===== config.mk =====
export PLATFORM = sky130hd
export DESIGN_NAME = fixed_point_pi_regulator_flat
export DESIGN_NICKNAME = d
export VERILOG_FILES = /design/src/design/pir_pkg.sv /design/src/design/pir_if.sv /design/src/design/pir_csr.sv /design/src/design/fixed_point_pi_regulator.sv /design/src/flat_wrapper.sv
export SDC_FILE = /design/constraint.sdc
export NUM_CORES = 1
export LEC_CHECK = 0
export BUFFER_PORTS_ARGS = -buffer_cell sky130_fd_sc_hd__buf_2
export CAP_MARGIN = 20
export CORE_ASPECT_RATIO = 0.6
export CORE_MARGIN = 2
export CORE_UTILIZATION = 30
export DETAILED_ROUTE_END_ITERATION = 8
export PLACE_DENSITY_LB_ADDON = 0.12
export SLEW_MARGIN = 20
export SYNTH_ARGS = -nofsm -noshare
export SYNTH_HDL_FRONTEND = slang
export SYNTH_HIERARCHICAL = 1
export SYNTH_SLANG_ARGS = --single-unit

===== constraint.sdc =====
create_clock -name clock -period 11.4 [get_ports clock]
set_input_delay 1.71 -clock clock [delete_from_list [all_inputs] [get_ports clock]]
set_output_delay 1.71 -clock clock [all_outputs]
set_load 0.01 [all_outputs]

===== src/design/pir_pkg.sv =====
`default_nettype none

package pir_pkg;

   localparam int DEFAULT_SAMPLE_BITS = 12;
   localparam int DATA_W = 16;
   localparam int GAIN_W = 16;
   localparam int LOW_W = 13;
   localparam int HIGH_W = 12;
   localparam int DRIVE_W = 13;
   localparam int CSR_DATA_W = 16;
   localparam int PROP_SHIFT = 12;
   localparam int INTEG_SHIFT = 16;

   localparam logic [GAIN_W-1:0] PROP_GAIN_RESET = GAIN_W'(4096);
   localparam logic [GAIN_W-1:0] INTEG_GAIN_RESET = '0;
   localparam logic signed [LOW_W-1:0] LIMIT_LOW_RESET = -LOW_W'(2047);
   localparam logic [HIGH_W-1:0] LIMIT_HIGH_RESET = HIGH_W'(2048);

   typedef enum logic [1:0] {
      REG_PROP_GAIN = 2'd0,
      REG_INTEG_GAIN = 2'd1,
      REG_LIMIT_LOW = 2'd2,
      REG_LIMIT_HIGH = 2'd3
   } csr_index_type;

   typedef logic signed [DATA_W-1:0] data_type;

   typedef struct packed {
      logic [GAIN_W-1:0] prop_gain;
      logic [GAIN_W-1:0] integ_gain;
      logic signed [LOW_W-1:0] limit_low;
      logic [HIGH_W-1:0] limit_high;
   } cfg_type;

   function automatic data_type limit_low_ext(cfg_type c);
      return data_type'(c.limit_low);
   endfunction

   function automatic data_type limit_high_ext(cfg_type c);
      return $signed(DATA_W'(c.limit_high));
   endfunction

   function automatic data_type clamp_limits(data_type v, cfg_type c);
      data_type lo;
      data_type hi;
      lo = limit_low_ext(c);
      hi = limit_high_ext(c);
      if (v > hi) begin
         return hi;
      end else if (v < lo) begin
         return lo;
      end
      return v;
   endfunction

endpackage

`default_nettype wire


===== src/design/pir_if.sv =====
`default_nettype none

interface pir_req_if import pir_pkg::*; #(
   parameter int SAMPLE_BITS = DEFAULT_SAMPLE_BITS
) ();
   logic valid;
   logic ready;
   logic [SAMPLE_BITS-1:0] setpoint;
   logic [SAMPLE_BITS-1:0] measured;

   modport source (output valid, output setpoint, output measured, input ready);
   modport sink (input valid, input setpoint, input measured, output ready);
endinterface

interface pir_rsp_if import pir_pkg::*; ();
   logic valid;
   logic ready;
   logic [DRIVE_W-1:0] drive;

   modport source (output valid, output drive, input ready);
   modport sink (input valid, input drive, output ready);
endinterface

interface pir_csr_if import pir_pkg::*; ();
   logic valid;
   logic ready;
   csr_index_type index;
   logic [CSR_DATA_W-1:0] data;

   modport source (output valid, output index, output data, input ready);
   modport sink (input valid, input index, input data, output ready);
endinterface

`default_nettype wire


===== src/design/pir_csr.sv =====
`default_nettype none

module pir_csr import pir_pkg::*; (
   input logic clock,
   input logic reset,
   pir_csr_if.sink csr_chan,
   output cfg_type cfg
);

   cfg_type cfg_ff;
   cfg_type cfg_in;

   assign csr_chan.ready = 1'b1;
   assign cfg = cfg_ff;

   always_comb begin
      cfg_in = cfg_ff;
      if (csr_chan.valid) begin
         unique case (csr_chan.index)
            REG_PROP_GAIN: cfg_in.prop_gain = csr_chan.data[GAIN_W-1:0];
            REG_INTEG_GAIN: cfg_in.integ_gain = csr_chan.data[GAIN_W-1:0];
            REG_LIMIT_LOW: cfg_in.limit_low = $signed(csr_chan.data[LOW_W-1:0]);
            REG_LIMIT_HIGH: cfg_in.limit_high = csr_chan.data[HIGH_W-1:0];
         endcase
      end
   end

   always_ff @(posedge clock) begin
      if (reset) begin
         cfg_ff.prop_gain <= PROP_GAIN_RESET;
         cfg_ff.integ_gain <= INTEG_GAIN_RESET;
         cfg_ff.limit_low <= LIMIT_LOW_RESET;
         cfg_ff.limit_high <= LIMIT_HIGH_RESET;
      end else begin
         cfg_ff <= cfg_in;
      end
   end

endmodule

`default_nettype wire


===== src/design/fixed_point_pi_regulator.sv =====
// Velocity-form PI regulator, one drive value per request.
// A request passes through the input, term and output registers before its drive value is valid.
// Accepts one request per cycle while the output is not stalled; the accumulator loop closes in the output stage.
// The P and I products are registered before the accumulator update.
// Synchronous reset clears valids, accumulator and previous sample, and loads register defaults.
`default_nettype none

module fixed_point_pi_regulator import pir_pkg::*; #(
   parameter int SAMPLE_BITS = DEFAULT_SAMPLE_BITS
) (
   input logic clock,
   input logic reset,
   pir_req_if.sink req_chan,
   pir_rsp_if.source rsp_chan,
   pir_csr_if.sink csr_chan
);

   localparam int DIFF_W = DATA_W + 1;
   localparam int PROD_W = GAIN_W + DATA_W + 1;

   cfg_type cfg;

   logic in_valid_ff, in_valid_in;
   logic [SAMPLE_BITS-1:0] in_sp_ff;
   logic [SAMPLE_BITS-1:0] in_pv_ff;
   logic [SAMPLE_BITS-1:0] prev_ff;

   logic term_valid_ff, term_valid_in;
   data_type p_ff, p_in;
   data_type i_ff, i_in;

   data_type acc_ff, acc_in;

   logic out_valid_ff, out_valid_in;
   logic [DRIVE_W-1:0] drive_ff, drive_in;

   logic req_accept;
   logic in_move;
   logic out_load;

   logic [DIFF_W-1:0] err_wide;
   logic [DIFF_W-1:0] dpv_wide;
   data_type err;
   data_type dpv;
   logic signed [PROD_W-1:0] prop_prod;
   logic signed [PROD_W-1:0] integ_prod;
   data_type sum;
   logic signed [DIFF_W-1:0] drive_sum;

   pir_csr u_csr (
      .clock (clock),
      .reset (reset),
      .csr_chan (csr_chan),
      .cfg (cfg)
   );

   assign out_load = term_valid_ff && (!out_valid_ff || rsp_chan.ready);
   assign in_move = in_valid_ff && (!term_valid_ff || out_load);
   assign req_chan.ready = !in_valid_ff || in_move;
   assign req_accept = req_chan.valid && req_chan.ready;

   assign in_valid_in = req_accept || (in_valid_ff && !in_move);
   assign term_valid_in = in_move || (term_valid_ff && !out_load);
   assign out_valid_in = out_load || (out_valid_ff && !rsp_chan.ready);

   // error and measurement step, wrapped to 16 bits; error clamped to the limits, then both scaled by the gains
   always_comb begin
      err_wide = DIFF_W'(in_sp_ff) - DIFF_W'(in_pv_ff);
      dpv_wide = DIFF_W'(in_pv_ff) - DIFF_W'(prev_ff);
      err = clamp_limits($signed(err_wide[DATA_W-1:0]), cfg);
      dpv = $signed(dpv_wide[DATA_W-1:0]);
      prop_prod = PROD_W'($signed({1'b0, cfg.prop_gain})) * PROD_W'(dpv);
      integ_prod = PROD_W'($signed({1'b0, cfg.integ_gain})) * PROD_W'(err);
      p_in = $signed(prop_prod[PROP_SHIFT+DATA_W-1:PROP_SHIFT]);
      i_in = $signed(integ_prod[INTEG_SHIFT+DATA_W-1:INTEG_SHIFT]);
   end

   // accumulate, clamp to the limits, offset by limit_high and floor at zero
   always_comb begin
      sum = acc_ff - p_ff + i_ff;
      acc_in = clamp_limits(sum, cfg);
      drive_sum = $signed(DIFF_W'(cfg.limit_high)) + DIFF_W'(acc_in);
      drive_in = drive_sum[DATA_W] ? '0 : drive_sum[DRIVE_W-1:0];
   end

   always_ff @(posedge clock) begin
      if (reset) begin
         in_valid_ff <= 1'b0;
         term_valid_ff <= 1'b0;
         out_valid_ff <= 1'b0;
         acc_ff <= '0;
         prev_ff <= '0;
      end else begin
         in_valid_ff <= in_valid_in;
         term_valid_ff <= term_valid_in;
         out_valid_ff <= out_valid_in;
         if (in_move) begin
            prev_ff <= in_pv_ff;
         end
         if (out_load) begin
            acc_ff <= acc_in;
         end
      end
   end

   always_ff @(posedge clock) begin
      if (req_accept) begin
         in_sp_ff <= req_chan.setpoint;
         in_pv_ff <= req_chan.measured;
      end
      if (in_move) begin
         p_ff <= p_in;
         i_ff <= i_in;
      end
      if (out_load) begin
         drive_ff <= drive_in;
      end
   end

   assign rsp_chan.valid = out_valid_ff;
   assign rsp_chan.drive = drive_ff;

`ifndef NO_ASSERTIONS
   assert property (@(posedge clock) disable iff (reset)
      !$past(reset) && $past(out_load)
         && $past(limit_low_ext(cfg)) <= $past(limit_high_ext(cfg))
      |-> acc_ff <= $past(limit_high_ext(cfg)) && acc_ff >= $past(limit_low_ext(cfg)))
      else $error("accumulator left the clamp range");

   assert property (@(posedge clock) disable iff (reset)
      !$past(reset) && !$past(out_load) |-> $stable(acc_ff))
      else $error("accumulator moved without a request leaving the term stage");

   assert property (@(posedge clock) disable iff (reset)
      !$past(reset) && $past(in_move) |-> prev_ff == $past(in_pv_ff))
      else $error("previous sample not taken from the advancing request");

   assert property (@(posedge clock) disable iff (reset)
      !$past(reset) && $past(out_load) |-> out_valid_ff && term_valid_ff == $past(in_move))
      else $error("request lost between term and output stage");
`endif

endmodule

`default_nettype wire


===== src/flat_wrapper.sv =====
// flat-port wrapper written by rule: the top's interface ports become plain ports
module fixed_point_pi_regulator_flat import pir_pkg::*;
#(
   parameter int SAMPLE_BITS = DEFAULT_SAMPLE_BITS
)
  (clock, reset, req_chan_valid, req_chan_setpoint, req_chan_measured, req_chan_ready, rsp_chan_valid, rsp_chan_drive, rsp_chan_ready, csr_chan_valid, csr_chan_index, csr_chan_data, csr_chan_ready);
  pir_req_if #(.SAMPLE_BITS(SAMPLE_BITS)) req_chan_i ();
  pir_rsp_if rsp_chan_i ();
  pir_csr_if csr_chan_i ();
  input logic clock;
  input logic reset;
  input wire logic [$bits(req_chan_i.valid)-1:0] req_chan_valid;
  input wire logic [$bits(req_chan_i.setpoint)-1:0] req_chan_setpoint;
  input wire logic [$bits(req_chan_i.measured)-1:0] req_chan_measured;
  output wire logic [$bits(req_chan_i.ready)-1:0] req_chan_ready;
  output wire logic [$bits(rsp_chan_i.valid)-1:0] rsp_chan_valid;
  output wire logic [$bits(rsp_chan_i.drive)-1:0] rsp_chan_drive;
  input wire logic [$bits(rsp_chan_i.ready)-1:0] rsp_chan_ready;
  input wire logic [$bits(csr_chan_i.valid)-1:0] csr_chan_valid;
  input wire logic [$bits(csr_chan_i.index)-1:0] csr_chan_index;
  input wire logic [$bits(csr_chan_i.data)-1:0] csr_chan_data;
  output wire logic [$bits(csr_chan_i.ready)-1:0] csr_chan_ready;
  assign req_chan_i.valid = req_chan_valid;
  assign req_chan_i.setpoint = req_chan_setpoint;
  assign req_chan_i.measured = req_chan_measured;
  assign req_chan_ready = req_chan_i.ready;
  assign rsp_chan_valid = rsp_chan_i.valid;
  assign rsp_chan_drive = rsp_chan_i.drive;
  assign rsp_chan_i.ready = rsp_chan_ready;
  assign csr_chan_i.valid = csr_chan_valid;
  assign csr_chan_i.index = csr_chan_index;
  assign csr_chan_i.data = csr_chan_data;
  assign csr_chan_ready = csr_chan_i.ready;
  fixed_point_pi_regulator #(.SAMPLE_BITS(SAMPLE_BITS)) u_core (.clock(clock), .reset(reset), .req_chan(req_chan_i), .rsp_chan(rsp_chan_i), .csr_chan(csr_chan_i));
endmodule

==> results.md <==
* Startpoint types: flop
* Synth cell types at 74
* First-pass GRT wire length at 123,000 um
* Hold_ws at 0.454 ns
* Max Buffers Root-to-Sink at 2
* I/O pin count at 63
* Mapped cell area at 0.0251 mm^2
* Setup crit end kind: flop
* DR iter-0 viols at 1,277
* DIE AREA at 0.0862 mm^2
* Initial core utilization at 0.302
* Final setup vio count at 0
* P_leak at 13.3 nW
* Worst-path clk slew at 0.07 ns
* Placeable Area at 0.0832 mm^2
* Num rows at 82
* CTS tree: yes
* Reg-to-reg endpoint: u_core/i_ff[14]
* Worst slack, placed at 0.336 ns
* Post-synth top area cell: fa_1
* Layout cell share with drive strength beyond 1 at 0.0768
* Sequential-to-total area share from yosys stat at 0.152
* Via Count at 18,600
* F_max at 0.0934 GHz
* Post-DRT Antenna Nets at 0
* Initial antenna violation count at 1
* Hold path cells at 2
* Clock Tree Root: clkbuf_16
* Reg area at 0.00383 mm^2
* Routed length per instance at 20.4 um
* Final max-slew violation count at 0
* Nets at 3,502
* Grt ovf at 0
* Fillers at 8,680
* Number of global-route vias before repair at 19,200
* Die X at 378 um
* Most common cell on crit path: fa_1
* Worst Tran Pin Value at 0.994 ns
* Avg Cell Area, Syn at 9.10 um^2
* Synth Register Bits at 157
* Max stage delay on crit path at 0.55 ns
* CTS Sinks at 157
* Max_slew headroom at 0.336
* EDFF count, synth at 69
* Required @ worst endpoint at 11.61 ns
* Die Ht at 228 um
* Tcrit/Tclk final at 0.939
* Hold Buf Count CTS at 0
* Insertion delay of the later-clocked pin in the worst-skew pair at 0.46 ns
* Post-Route WL at 80,400 um
* Worst path slowest cell: fa_1
* Min-delay src: u_core/acc_ff[13]
* Buffer count from post-CTS setup fixing at 0
* Largest net degree at the start of global routing at 65
* GP Congestion at 0.890
* CP Class: reg -> reg
* Post-Place Cells at 3,903
* Multi-input gate area in the final layout at 0.0189 mm^2
* Crit-path max FO at 20
* Main synth FF type: dfxtp_1
* GRT Overall Usage at 0.190
* Top cells by area, synth: fa_1, ha_1, edfxtp_1, inv_1, dfxtp_1
* Synth Warn # at 6
* H-tree levels at 4
* # DRC at 0
* Max-cap violations at 0
* Power density cells at 288 mW/mm^2
* Clock Skew at 0.0143 ns
* Final core occ at 0.330
* Area Overhead vs Synth at 9.16%
* Arrival time worst endpoint at 10.92 ns
* Setup ws final at 0.694 ns
* Hold Fails Final Rpt at 0
* Worst Reg-to-Reg Cells at 39
* Buffers on Ports at 61
* Cell Count, Final, Fillers Out at 3,937
* Placed Area at 0.0268 mm^2
* Top-area cell type share of the netlist area at 0.287
* TritonCTS buffer count at 17
* DR vias/cell at 4.72
* 1st-pass router iterations at 5
* Status: completed
* R2r setup slk at 0.69 ns
* Dpl hpwl at 65,200 um
* Post-synthesis instance total at 2,762
* Fin crit period at 10.71 ns
* Maximum vdd drop at 0.213 mV
* Syn nets at 3,476
* Cts repair resizes at 0
* Final instance area at 0.0274 mm^2
* Hold Path Sink: u_core/acc_ff[13]
* Fraction of registers with async set/reset at 0
* Hold WC Path Type: reg -> reg
* Launching point of the worst reg2reg path: u_core/in_pv_ff[1]
-- how the worst max path moves through the flow --
stage,startpoint,endpoint,cells after the start
global placement,u_core/in_pv_ff[1],u_core/i_ff[9],40
detailed placement,u_core/in_pv_ff[1],u_core/i_ff[9],41
finish,u_core/in_pv_ff[1],u_core/i_ff[14],39
global route,u_core/in_pv_ff[1],u_core/i_ff[14],38
CTS,u_core/in_pv_ff[1],u_core/i_ff[9],41
floorplan,u_core/in_pv_ff[1],u_core/i_ff[9],41
-- registers in the layout, indices dropped and copies added (netlist names) --
register / flops
u_core/acc_ff: 16
u_core/in_valid_ff: 1
u_core/prev_ff: 12
u_core/rsp_chan.valid: 1
u_core/rsp_chan.drive: 13
u_core/in_pv_ff: 12
u_core/in_sp_ff: 12
u_core/i_ff: 16
u_core/u_csr/cfg: 57
u_core/term_valid_ff: 1
u_core/p_ff: 16
-- kinds of logic after synthesis --
group / share of synthesized area
AND/OR/NAND/NOR: 0.164
adder cells (fa/ha/maj): 0.439
buffers and inverters: 0.0991
AO/OA/AOI/OAI: 0.0725
flip-flops: 0.152
multiplexers: 0.0439
XOR/XNOR: 0.0282
other: 0.000149
-- layer usage --
metal / wire, um / track usage
met4: 994 / 0.0280
met1: 43400 / 0.309
met5: 0 / 0
met3: 5020 / 0.0375
met2: 31000 / 0.256
-- per-stage QoR --
stage / TNS, ns / total power, mW
6_report: 0 / 7.91
3_3_place_gp: 0 / 7.23
5_1_grt: -0.0137 / 8.72
3_5_place_dp: 0 / 7.24
2_1_floorplan: 0 / 5.36
4_1_cts: 0 / 7.91
-- Yosys cell counts (49+ instances only) --
| master | count |
|---|---|
| nor2_1 | 102 |
| a21oi_1 | 94 |
| nor2b_1 | 81 |
| nand2_1 | 293 |
| and2_1 | 93 |
| dfxtp_1 | 88 |
| ha_1 | 307 |
| nand2b_1 | 110 |
| mux2i_1 | 75 |
| clkbuf_1 | 82 |
| inv_1 | 548 |
| o21ai_0 | 49 |
| fa_1 | 360 |
| xnor2_1 | 57 |
| edfxtp_1 | 69 |
-- power breakdown --
group	internal (mW)	leakage, nW	switching [mW]
clock network	0.308	0.284	0.270
logic	2.50	11.6	3.90
registers	0.841	1.37	0.101
-- cell usage in the layout, fill, tap and decap left out, drive strengths merged, types with 9 or more instances in the layout --
cell type / n
inv: 552
nor3: 19
xor2: 24
nor2b: 81
a21o: 39
buf: 109
xnor2: 57
or2: 17
or3: 22
nand3: 27
clkbuf: 17
and2: 93
a21oi: 96
nand2: 294
nand4: 18
nand2b: 110
ha: 307
dfxtp: 88
a211oi: 11
mux2: 29
clkinv: 9
o21a: 17
mux2i: 75
edfxtp: 69
fa: 360
o21bai: 13
o21ai: 63
and3: 10
nor2: 102
-- worst max-delay path, delay by kind of cell, from the launching register on --
family,cells,cell delay [ns]
adder cells (fa/ha/maj),9,4.08
AND/OR/NAND/NOR,13,2.80
AO/OA/AOI/OAI,8,1.76
buffers and inverters,7,0.91
flip-flops,1,0.48
XOR/XNOR,2,0.40
-- final cells by class --
class	count	share of cell area
Sequential cell	157	0.140
Multi-Input combinational cell	1955	0.688
Clock inverter	15	0.00574
Tap cell	1134	0.0517
Clock buffer	17	0.0155
Inverter	548	0.0749
Antenna cell	2	0.000182
Timing Repair Buffer	109	0.0248
Note: power is estimated with default switching activity, not from simulation.
